### config.mk
export PLATFORM = sky130hd
export DESIGN_NAME = button_debounce_hold_repeat_core_flat
export DESIGN_NICKNAME = d
export VERILOG_FILES = /design/src/hw/rtl/bdhr_pkg.sv /design/src/hw/rtl/bdhr_in_if.sv /design/src/hw/rtl/bdhr_out_if.sv /design/src/hw/rtl/button_debounce_hold_repeat_core.sv /design/src/hw/rtl/bdhr_cfg_regs.sv /design/src/hw/rtl/bdhr_lane.sv /design/src/flat_wrapper.sv
export SDC_FILE = /design/constraint.sdc
export NUM_CORES = 1
export LEC_CHECK = 0
export BUFFER_PORTS_ARGS = -buffer_cell sky130_fd_sc_hd__buf_2
export CAP_MARGIN = 30
export CORE_MARGIN = 5
export CORE_UTILIZATION = 25
export CTS_BUF_LIST = sky130_fd_sc_hd__clkbuf_4 sky130_fd_sc_hd__clkbuf_8
export DETAILED_ROUTE_END_ITERATION = 16
export PLACE_DENSITY = 0.42
export SYNTH_ARGS = -nofsm -noshare
export SYNTH_HDL_FRONTEND = slang
export SYNTH_SLANG_ARGS = --single-unit
### constraint.sdc
create_clock -name clk -period 2.6 [get_ports clk]
set_input_delay 0.13 -clock clk [delete_from_list [all_inputs] [get_ports clk]]
set_output_delay 0.13 -clock clk [all_outputs]
set_load 0.1 [all_outputs]
### src/hw/rtl/bdhr_pkg.sv
`default_nettype none
package bdhr_pkg;

  localparam int LANES     = 4;
  localparam int HIST_BITS = 5;
  localparam int HOLD_W    = 9;
  localparam int TIMER_W   = 8;
  localparam int CFG_W     = 8;
  localparam int CFG_IDX_W = 1;
  localparam int OP_W      = 2;

  localparam logic [OP_W-1:0] OP_TICK  = 2'd0;
  localparam logic [OP_W-1:0] OP_CLEAR = 2'd1;
  localparam logic [OP_W-1:0] OP_RESET = 2'd2;

  localparam logic [CFG_IDX_W-1:0] CFG_HOLD_THRESHOLD = 1'b0;
  localparam logic [CFG_IDX_W-1:0] CFG_REPEAT_PERIOD  = 1'b1;

  localparam logic [CFG_W-1:0] HOLD_THRESHOLD_RST = 8'd100;
  localparam logic [CFG_W-1:0] REPEAT_PERIOD_RST  = 8'd25;

  typedef enum logic [1:0] {
    PH_RELEASED = 2'd0,
    PH_PRESSED  = 2'd1,
    PH_HELD     = 2'd2
  } phase_t;

  typedef struct packed {
    logic [CFG_W-1:0] hold_threshold;
    logic [CFG_W-1:0] repeat_period;
  } cfg_t;

endpackage
`default_nettype wire

### src/hw/rtl/bdhr_in_if.sv
`default_nettype none
interface bdhr_in_if;
  logic                             valid;
  logic                             ready;
  logic [bdhr_pkg::OP_W-1:0]        operation;
  logic [bdhr_pkg::LANES-1:0]       raw_samples;
  logic [bdhr_pkg::LANES-1:0]       lane_mask;

  modport source (output valid, output operation, output raw_samples, output lane_mask,
                  input ready);
  modport sink   (input valid, input operation, input raw_samples, input lane_mask,
                  output ready);
endinterface
`default_nettype wire

### src/hw/rtl/bdhr_out_if.sv
`default_nettype none
interface bdhr_out_if;
  logic                             valid;
  logic                             ready;
  logic [2*bdhr_pkg::LANES-1:0]     lane_states;
  logic [bdhr_pkg::LANES-1:0]       event_flags;

  modport source (output valid, output lane_states, output event_flags, input ready);
  modport sink   (input valid, input lane_states, input event_flags, output ready);
endinterface
`default_nettype wire

### src/hw/rtl/button_debounce_hold_repeat_core.sv
// Debouncer for four active-low push buttons with hold detection and auto-repeat.
// The input channel carries one operation per transfer: a sample tick with one raw
// level per button, a clear of the event flags of the masked lanes, or a reset of
// the masked lanes; the unused fourth code changes no lane. Each accepted transfer
// yields exactly one result transfer with the phase of every lane and the latched
// event flags, as they stand after the operation.
// A transfer is held in an input register, then the lane logic updates the lane
// registers, which also serve as the result register. One transfer per cycle is
// sustained while the receiver keeps ready high; the rate is set by the single lane
// update stage.
// When the receiver stalls, the result holds, the pending input stays in the input
// register, and ready drops once both registers are occupied.
// The configuration port writes the hold threshold and the repeat period; writes
// are registered and should occur only while the block is idle.
// Reset is synchronous: all lanes return to released with full high history and
// zero counters, the registers return to 100 and 25, and both channels go empty.
`default_nettype none
module button_debounce_hold_repeat_core (
  input  wire logic                           clk,
  input  wire logic                           rst_n,
  bdhr_in_if.sink                             in_ch,
  bdhr_out_if.source                          out_ch,
  input  wire logic                           cfg_we,
  input  wire logic [bdhr_pkg::CFG_IDX_W-1:0] cfg_index,
  input  wire logic [bdhr_pkg::CFG_W-1:0]     cfg_wdata
);
  import bdhr_pkg::*;

  cfg_t             cfg;
  logic             in_valid_r;
  logic [OP_W-1:0]  op_r;
  logic [LANES-1:0] raw_r;
  logic [LANES-1:0] mask_r;
  logic             out_valid_r, out_valid_nxt;
  logic             advance;
  phase_t           phase [LANES];
  logic [LANES-1:0] events;

  assign advance     = in_valid_r && (!out_valid_r || out_ch.ready);
  assign in_ch.ready = !in_valid_r || advance;

  always_ff @(posedge clk) begin
    if (!rst_n) begin
      in_valid_r <= 1'b0;
    end else if (in_ch.ready) begin
      in_valid_r <= in_ch.valid;
    end
  end

  always_ff @(posedge clk) begin
    if (in_ch.valid && in_ch.ready) begin
      op_r   <= in_ch.operation;
      raw_r  <= in_ch.raw_samples;
      mask_r <= in_ch.lane_mask;
    end
  end

  always_comb begin
    out_valid_nxt = out_valid_r;
    if (advance) begin
      out_valid_nxt = 1'b1;
    end else if (out_ch.ready) begin
      out_valid_nxt = 1'b0;
    end
  end

  always_ff @(posedge clk) begin
    if (!rst_n) begin
      out_valid_r <= 1'b0;
    end else begin
      out_valid_r <= out_valid_nxt;
    end
  end

  bdhr_cfg_regs u_cfg (
    .clk       (clk),
    .rst_n     (rst_n),
    .cfg_we    (cfg_we),
    .cfg_index (cfg_index),
    .cfg_wdata (cfg_wdata),
    .cfg       (cfg)
  );

  for (genvar i = 0; i < LANES; i++) begin : g_lane
    bdhr_lane u_lane (
      .clk        (clk),
      .rst_n      (rst_n),
      .en         (advance),
      .operation  (op_r),
      .sample     (raw_r[i]),
      .mask       (mask_r[i]),
      .cfg        (cfg),
      .phase      (phase[i]),
      .event_flag (events[i])
    );
    assign out_ch.lane_states[2*i +: 2] = phase[i];
  end

  assign out_ch.valid       = out_valid_r;
  assign out_ch.event_flags = events;

endmodule
`default_nettype wire

### src/hw/rtl/bdhr_cfg_regs.sv
`default_nettype none
module bdhr_cfg_regs (
  input  wire logic                           clk,
  input  wire logic                           rst_n,
  input  wire logic                           cfg_we,
  input  wire logic [bdhr_pkg::CFG_IDX_W-1:0] cfg_index,
  input  wire logic [bdhr_pkg::CFG_W-1:0]     cfg_wdata,
  output bdhr_pkg::cfg_t                      cfg
);
  import bdhr_pkg::*;

  cfg_t cfg_r;
  cfg_t cfg_nxt;

  always_comb begin
    cfg_nxt = cfg_r;
    if (cfg_we) begin
      case (cfg_index)
        CFG_HOLD_THRESHOLD: cfg_nxt.hold_threshold = cfg_wdata;
        CFG_REPEAT_PERIOD:  cfg_nxt.repeat_period  = cfg_wdata;
        default:            cfg_nxt = cfg_r;
      endcase
    end
  end

  always_ff @(posedge clk) begin
    if (!rst_n) begin
      cfg_r.hold_threshold <= HOLD_THRESHOLD_RST;
      cfg_r.repeat_period  <= REPEAT_PERIOD_RST;
    end else begin
      cfg_r <= cfg_nxt;
    end
  end

  assign cfg = cfg_r;

endmodule
`default_nettype wire

### src/hw/rtl/bdhr_lane.sv
`default_nettype none
module bdhr_lane (
  input  wire logic                      clk,
  input  wire logic                      rst_n,
  input  wire logic                      en,
  input  wire logic [bdhr_pkg::OP_W-1:0] operation,
  input  wire logic                      sample,
  input  wire logic                      mask,
  input  bdhr_pkg::cfg_t                 cfg,
  output bdhr_pkg::phase_t               phase,
  output logic                           event_flag
);
  import bdhr_pkg::*;

  localparam logic [HIST_BITS-1:0] HIST_ONES = {HIST_BITS{1'b1}};
  localparam logic [HIST_BITS-1:0] HIST_ZERO = '0;
  localparam logic [HOLD_W-1:0]    HOLD_MAX  = {HOLD_W{1'b1}};

  phase_t               phase_r, phase_nxt;
  logic [HIST_BITS-1:0] hist_r, hist_nxt;
  logic [HOLD_W-1:0]    hold_r, hold_nxt;
  logic [TIMER_W-1:0]   timer_r, timer_nxt;
  logic                 event_r, event_nxt;
  logic [HIST_BITS-1:0] h;

  always_comb begin
    phase_nxt = phase_r;
    hist_nxt  = hist_r;
    hold_nxt  = hold_r;
    timer_nxt = timer_r;
    event_nxt = event_r;
    h         = hist_r;
    case (operation)
      OP_TICK: begin
        if (phase_r == PH_RELEASED) begin
          h = {hist_r[HIST_BITS-1:1], hist_r[0] & sample};
          if (h == HIST_ZERO) begin
            hist_nxt  = h;
            phase_nxt = PH_PRESSED;
            event_nxt = 1'b1;
          end else begin
            hist_nxt = {h[HIST_BITS-2:0], 1'b1};
          end
        end else begin
          h = {hist_r[HIST_BITS-1:1], hist_r[0] | sample};
          if (phase_r != PH_HELD && h == HIST_ZERO) begin
            if (hold_r >= {1'b0, cfg.hold_threshold}) begin
              phase_nxt = PH_HELD;
            end
            if (hold_r != HOLD_MAX) begin
              hold_nxt = hold_r + 1'b1;
            end
          end
          if (h == HIST_ONES) begin
            hist_nxt  = h;
            phase_nxt = PH_RELEASED;
            hold_nxt  = '0;
          end else begin
            hist_nxt = {h[HIST_BITS-2:0], 1'b0};
            if (phase_nxt == PH_HELD) begin
              if (timer_r == cfg.repeat_period) begin
                event_nxt = 1'b1;
                timer_nxt = '0;
              end else begin
                timer_nxt = timer_r + 1'b1;
              end
            end
          end
        end
      end
      OP_CLEAR: begin
        if (mask) begin
          event_nxt = 1'b0;
        end
      end
      OP_RESET: begin
        if (mask) begin
          phase_nxt = PH_RELEASED;
          hist_nxt  = HIST_ONES;
          hold_nxt  = '0;
          timer_nxt = '0;
          event_nxt = 1'b0;
        end
      end
      default: begin
        phase_nxt = phase_r;
      end
    endcase
  end

  always_ff @(posedge clk) begin
    if (!rst_n) begin
      phase_r <= PH_RELEASED;
      hist_r  <= HIST_ONES;
      hold_r  <= '0;
      timer_r <= '0;
      event_r <= 1'b0;
    end else if (en) begin
      phase_r <= phase_nxt;
      hist_r  <= hist_nxt;
      hold_r  <= hold_nxt;
      timer_r <= timer_nxt;
      event_r <= event_nxt;
    end
  end

  assign phase      = phase_r;
  assign event_flag = event_r;

endmodule
`default_nettype wire

### src/flat_wrapper.sv
// flat-port wrapper written by rule: the top's interface ports become plain ports
module button_debounce_hold_repeat_core_flat import bdhr_pkg::*;
  (clk, rst_n, cfg_we, cfg_index, cfg_wdata, in_ch_valid, in_ch_operation, in_ch_raw_samples, in_ch_lane_mask, in_ch_ready, out_ch_valid, out_ch_lane_states, out_ch_event_flags, out_ch_ready);
  bdhr_in_if in_ch_i ();
  bdhr_out_if out_ch_i ();
  input  wire logic clk;
  input  wire logic rst_n;
  input  wire logic cfg_we;
  input  wire logic [bdhr_pkg::CFG_IDX_W-1:0] cfg_index;
  input  wire logic [bdhr_pkg::CFG_W-1:0] cfg_wdata;
  input wire logic [$bits(in_ch_i.valid)-1:0] in_ch_valid;
  input wire logic [$bits(in_ch_i.operation)-1:0] in_ch_operation;
  input wire logic [$bits(in_ch_i.raw_samples)-1:0] in_ch_raw_samples;
  input wire logic [$bits(in_ch_i.lane_mask)-1:0] in_ch_lane_mask;
  output wire logic [$bits(in_ch_i.ready)-1:0] in_ch_ready;
  output wire logic [$bits(out_ch_i.valid)-1:0] out_ch_valid;
  output wire logic [$bits(out_ch_i.lane_states)-1:0] out_ch_lane_states;
  output wire logic [$bits(out_ch_i.event_flags)-1:0] out_ch_event_flags;
  input wire logic [$bits(out_ch_i.ready)-1:0] out_ch_ready;
  assign in_ch_i.valid = in_ch_valid;
  assign in_ch_i.operation = in_ch_operation;
  assign in_ch_i.raw_samples = in_ch_raw_samples;
  assign in_ch_i.lane_mask = in_ch_lane_mask;
  assign in_ch_ready = in_ch_i.ready;
  assign out_ch_valid = out_ch_i.valid;
  assign out_ch_lane_states = out_ch_i.lane_states;
  assign out_ch_event_flags = out_ch_i.event_flags;
  assign out_ch_i.ready = out_ch_ready;
  button_debounce_hold_repeat_core u_core (.clk(clk), .rst_n(rst_n), .in_ch(in_ch_i), .out_ch(out_ch_i), .cfg_we(cfg_we), .cfg_index(cfg_index), .cfg_wdata(cfg_wdata));
endmodule
# Word level (Yosys, flattened, before mapping)
# Index checks and enable logic that the tools add are counted.
totals:
  elab_cells: 309
  reg_bits: 128
  output_inout_bits: 14
  inputBits: 24
op_classes:
  order_cmp: 4
  muxes: 134
  n_bitwise: 9
  n_reduce_logical: 53
  addsub: 8
  n_eq_ne: 70
ops:
  columns: ["op", "count"]
  rows:
  - ["2-to-1 mux 9 bit", 20]
  - ["2-to-1 mux 8 bit", 20]
  - ["inequality test 3 bit, second input constant", 28]
  - ["2-to-1 mux 5 bit", 16]
  - ["one-hot mux 9 bit (2 select lines)", 4]
  - ["2-to-1 mux 2 bit", 32]
  - ["one-hot mux 8 bit (2 select lines)", 4]
  - ["AND reduction 6 bit", 8]
  - ["zero test 5 bit", 8]
  - ["one-hot mux 5 bit (2 select lines)", 4]
  - ["adder 9 x 1 -> 9 bit, second input constant", 4]
  - [">= comparator 9 x 8 -> 1 bit", 4]
  - ["inequality test 9 bit, second input constant", 4]
  - ["adder 8 x 1 -> 8 bit, second input constant", 4]
  - ["== test 8 bit", 4]
  - ["inequality test 2 bit, second input constant", 16]
  - ["AND reduction 7 bit", 4]
  - ["2-to-1 mux 1 bit", 26]
  - ["== test 5 bit, second input constant", 4]
  - ["AND reduction 5 bit", 4]
  - ["inequality test 2 x 1 -> 1 bit, second input constant", 8]
  - ["one-hot mux 2 bit (2 select lines)", 4]
  - ["AND reduction 4 bit", 4]
  - ["AND reduction 3 bit", 4]
  - ["13 further kinds", 40]

# Logic depth before layout (Yosys ltp)
logic_depth:
  ltp_word: 11
  mapped_depth: 10
  depth_no_buf: 10

# Cells and area by module
# From an unflattened synthesis, not the netlist that was laid out.
unflattened:
  hier_cells: 917
  area_unflattened_um2: 7788.7
modules_own_cells:
  columns: ["module", "area_each_um2", "instances", "seq_area_each_um2", "cells_each"]
  rows:
  - ["bdhr_lane at u_core.g_lane[0].u_lane ...", 1667.8, 3, 500.5, 206]
  - ["bdhr_lane at u_core.g_lane[3].u_lane", 1735.4, 1, 500.5, 210]
  - ["bdhr_cfg_regs", 645.6, 1, 320.3, 70]
  - ["button_debounce_hold_repeat_core", 404.1, 1, 340.3, 19]

# Worst setup path before layout
# Ideal clock, no wire load.
synth_path:
  path_kind: "flip-flop to flip-flop"
  start: "register u_core.g_lane[0].u_lane.phase_r[0]"
  end: "register u_core.g_lane[0].u_lane.timer_r[1]"
  required_ns: 2.533
  arrival_time_ns: 2.741
  synth_period_minus_slack_ns: 2.808
  setup_slack_ns: -0.208
  setup_ns: 0.067
  path_buffers: 1
  path_stages_with_launch: 8
  cell_sequence: "dfxtp_1 nand2b_1 nand3_2 or4_1 a211o_1 buf_6 a211o_1 a21oi_2"
synth_via:
  elab_chain_cells: 8
  word_cells_on_any_way: 11
  cone_classes: "4 x eq/ne; 4 x mux; 3 x reduce/logical"
synth_lines:
  columns: ["item", "line_no", "text"]
  rows:
  - ["start, declared", "bdhr_lane.sv:19", "phase_t phase_r, phase_nxt;"]
  - ["start signal, assigned", "bdhr_lane.sv:99", "phase_r <= phase_nxt;"]
  - ["inequality test 2 bit", "bdhr_lane.sv:46", "if (phase_r != PH_HELD && h == HIST_ZERO) begin"]
  - ["logical AND 1 bit", "bdhr_lane.sv:46", null]
  - ["2-to-1 mux 2 bit", "bdhr_lane.sv:46", null]
  - ["2-to-1 mux 2 bit", "bdhr_lane.sv:35", "if (phase_r == PH_RELEASED) begin"]
  - ["2-to-1 mux 2 bit", "bdhr_lane.sv:33", "case (operation)"]
  - ["== test 2 bit", "bdhr_lane.sv:60", "if (phase_nxt == PH_HELD) begin"]
  - ["inequality test 2 bit (no source line)", null, null]
  - ["AND reduction 6 bit (no source line) *", null, null]
  - ["end signal, assigned", "bdhr_lane.sv:102", "timer_r <= timer_nxt;"]
  - ["end, declared", "bdhr_lane.sv:22", "logic [TIMER_W-1:0] timer_r, timer_nxt;"]
# Every way passes the cells marked *; elsewhere a longest branch is shown, timed or not. The select of a mux whose other input is x is not followed.
# A chain may end at the register's enable or synchronous reset.

# Final worst setup path
layout_path:
  start: "register u_core.g_lane[0].u_lane.hold_r[0]"
  end: "register u_core.g_lane[0].u_lane.timer_r[7]"
layout_via:
  elab_chain_cells: 8
layout_lines:
  columns: ["item", "line_no", "text"]
  rows:
  - ["start, declared", "bdhr_lane.sv:21", "logic [HOLD_W-1:0] hold_r, hold_nxt;"]
  - ["start signal, assigned", "bdhr_lane.sv:101", "hold_r <= hold_nxt;"]
  - [">= comparator 9 x 8 -> 1 bit", "bdhr_lane.sv:47", "if (hold_r >= {1'b0, cfg.hold_threshold}) begin"]
  - ["2-to-1 mux 2 bit", "bdhr_lane.sv:47", null]
  - ["2-to-1 mux 2 bit", "bdhr_lane.sv:46", null]
  - ["2-to-1 mux 2 bit", "bdhr_lane.sv:35", null]
  - ["2-to-1 mux 2 bit", "bdhr_lane.sv:33", null]
  - ["== test 2 bit", "bdhr_lane.sv:60", null]
  - ["inequality test 2 bit (no source line)", null, null]
  - ["AND reduction 6 bit (no source line)", null, null]
# No other way between the ends. The select of a mux whose other input is x is not followed.

==> metrics.csv <==
stage,metric,value,unit
status,outcome,"finished, final reports clean",
placed_design,pre_cts_slack,46.89,ps
sta,max_slew_margin,49.27,%
setup_path,end_kind,register,
layout,fin_nets,1086,
sta,finalCritPeriodShare,94.47,%
logic_synthesis,synth_area,7647,um^2
pwr,power_leakage,3.563,nW
sta,final-hold-violation-count,0,
routing,finalWirelength,23860,um
routing,vias,7182,
floorplan,fp-row-count,64,
min_path,hold_path_class,input pin to register,
setup_path,cp.arrival,2780,ps
clock_network,h-tree-depth,4,
sta,setup_slack,143.8,ps
sta,clock_skew,19.26,ps
grt,grt_pass1_vias,6956,
logic_synthesis,syn_area_per_cell,8.205,um^2
placed_design,dp_hpwl,17380,um
logic_synthesis,synth_edf_count,10,
setup_path,crit_required,2930,ps
sta,max_freq,0.4071,GHz
layout,final_area,9220,um^2
placed_design,numPortBuffers,37,
logic_synthesis,syn-num-nets,1002,
floorplan,die_x,184.9,um
clock_network,clk_pin_slew,90,ps
setup_path,start_kind,register,
clock_network,clkSinkCount,128,
routing,routed.top_layer,met4,
placed_design,place_inst,1371,
routing,viasPerCell,5.040,
routing,drc,0,
sta,finalMaxSlewViolations,0,
setup_path,slowest_delay,570,ps
sta,tightest_slew,759.3,ps
setup_path,cp_slowest_cell,or4_1,
logic_synthesis,synth_xor_area_share,3.665,%
logic_synthesis,synth_top_family_by_area,simple AND/OR/NAND/NOR gates,
logic_synthesis,syn_inst,932,
logic_synthesis,async_flop_share,0,%
routing,wl_per_cell,16.74,um
sta,holdWs,120.2,ps
routing,wl_met2,11040,um
layout,drive_above_1_share,15.45,%
grt,grt_max_degree,64,
pwr,power_density,488.2,nW/um^2
sta,setup_viol,0,
routing,wl_met3,807,um
layout,fill_cells,3329,
logic_synthesis,synthSimpleGateAreaFrac,25.47,%
layout,final_common_cell,nand2_1,
layout,instances_no_fill,1425,
pwr,ir_drop,0.2727,mV
logic_synthesis,synthAdderAreaFrac,7.526,%
clock_network,clock_latency,460,ps
setup_path,cp_num_buf_inv,2,
layout,seq_area,2668,um^2
routing,first_pass_iters,5,
routing,drtIter0Drc,383,
sta,rsz0062_at_grt,yes,
layout,multiInputGateArea,4763,um^2
placed_design,gp_congestion,0.7991,
logic_synthesis,yosysUniqueCellTypes,71,
routing,postRouteAntennaNets,0,
layout,layout_common_cells,"nand2_1, dfxtp_1, nor2_1, a21oi_1",
clock_network,clock_path_buffers,2,
pwr,p_total,0.004501,W
sta,fin_crit,2456,ps
floorplan,core_area,30430,um^2
floorplan,die_h,184.9,um
logic_synthesis,yosysWarnings,0,
logic_synthesis,muxShareOfSynthArea,0.7199,%
logic_synthesis,synth_compound_area_share,24.25,%
clock_network,cts_tree,built,
setup_path,cp_max_fo,7,
layout,area_growth,20.57,%
grt,antenna_found_initial,0,
logic_synthesis,synth-seq-area-share,34.82,%
routing,wl_met1,11870,um
grt,grt_pass1_wl,38510,um
logic_synthesis,synth_seq_cells,128,
logic_synthesis,synth_ff_type,dfxtp_1,
layout,diodes,0,
clock_network,cts_root_buffer,clkbuf_8,
job,max_cap_violations,0,
grt,grt_usage,14.17,%
floorplan,start_util,25.13,%
floorplan,die_area,34190,um^2
placed_design,placed_cell_area,8528,um^2
floorplan,ios,38,
setup_path,crit_chain,"inv_1, ha_1, nand2b_1, a2111oi_1, or4_1, a211o_1, buf_4, a21oi_1, o22ai_1",
setup_path,critical_path_class,register to register,
clock_network,cts_buffers,17,
setup_path,crit_family,compound AO/OA/AOI/OAI gates,
grt,grt_overflow,0,
[final cells by class]
cell class / instances / area share [%]
clock buffer: 17 / 2.538
clock inverter: 15 / 2.090
inverter: 21 / 0.8549
multi-input combinational: 738 / 51.66
sequential: 128 / 28.93
tap: 396 / 5.374
timing repair buffer: 110 / 8.549
[stage by stage]
step	utilization, %	TNS, ps
finish	30.30	0
global route	30.30	-85.04
CTS	30.12	0
detailed placement	28.03	0
global placement	28.03	-154.3
floorplan	-	0
[cells in the mapped netlist, types with 5 or more instances]
library cell	n	area, um^2
xor2_1	8	70.07
xnor2_1	24	210.2
o21a_1	5	37.54
nand3b_1	23	172.7
a221oi_1	6	52.55
ha_1	46	575.6
clkbuf_1	36	135.1
nand3_1	54	270.3
edfxtp_1	10	300.3
nand2_1	116	435.4
a311oi_1	6	52.55
nor3_1	14	70.07
o31ai_1	5	37.54
o22ai_1	12	75.07
o211a_1	7	70.07
nand4_1	12	75.07
a211oi_1	6	45.04
and3_1	33	206.5
o21ai_0	52	260.3
nor2_1	70	262.8
a21o_1	11	82.58
a21oi_1	69	345.3
or3_1	8	50.05
o311ai_0	13	113.9
nand2b_1	19	118.9
o21ai_1	7	35.03
dfxtp_1	118	2362
o211ai_1	32	240.2
inv_1	20	75.07
[worst reg2reg max path: cells and delay by family, from the launching register on]
family	cells	cell delay, ps
compound gates	4	740
buf+inv	2	280
simple gates	2	660
flops	1	370
fa+ha+maj	1	270
[logic make-up (layout without fill, tap and decap cells)]
group	after synthesis	count (layout)
buffers and inverters	66	163
DFF	128	128
xor gates and xnor gates	32	32
AOI/OAI and AO/OA	273	273
adders and majority gates	46	46
and+or+nand+nor	382	382
muxes	5	5
[path summary, 6_finish.rpt]
check                           depth (start not counted)                         startpoint  slack, ps                            endpoint
worst min register to register                          2               u_core.u_cfg.cfg[12]        460                u_core.u_cfg.cfg[12]
worst max register to register                          9  u_core.g_lane[0].u_lane.hold_r[0]        140  u_core.g_lane[0].u_lane.timer_r[7]
worst min-delay path                                    2                              rst_n        120   u_core.g_lane[2].u_lane.hist_r[4]
worst max-delay path                                    9  u_core.g_lane[0].u_lane.hold_r[0]        140  u_core.g_lane[0].u_lane.timer_r[7]
[per-layer routing]
| metal | global-route usage, % | vias to the layer above |
|---|---|---|
| met3 | 3.005 | 5 |
| met4 | 2.701 | 0 |
| met2 | 22.66 | 90 |
| met5 | 0 | - |
| li1 | - | 3651 |
| met1 | 19.89 | 3436 |
[power by group]
group | internal (W) | switching (W) | leakage [nW] | total, W
Sequential | 0.00203 | 0.0000494 | 1.06 | 0.00208
Clock | 0.00104 | 0.000872 | 0.209 | 0.00191
Combinational | 0.000193 | 0.000324 | 2.30 | 0.000516
[registers in the layout (all words and copies together), names as in the netlist, 4 cells and up]
name and flops:
u_core.g_lane.u_lane.hist_r 20, u_core.g_lane.u_lane.phase 8, u_core.mask_r 4, u_core.g_lane.u_lane.hold_r 36, u_core.g_lane.u_lane.timer_r 32, u_core.raw_r 4
u_core.g_lane.u_lane.event_flag 4, u_core.u_cfg.cfg 16
[what timing repair did]
item | 4_1_cts | 5_1_grt
setup endpoints to repair | 0 | 42
setup buffers | 0 | 1
resized for setup | 0 | 14
hold buffers | 21 | 0
endpoints found under the hold margin | 28 | 0
No activity file was read; power rests on OpenSTA's default activity.
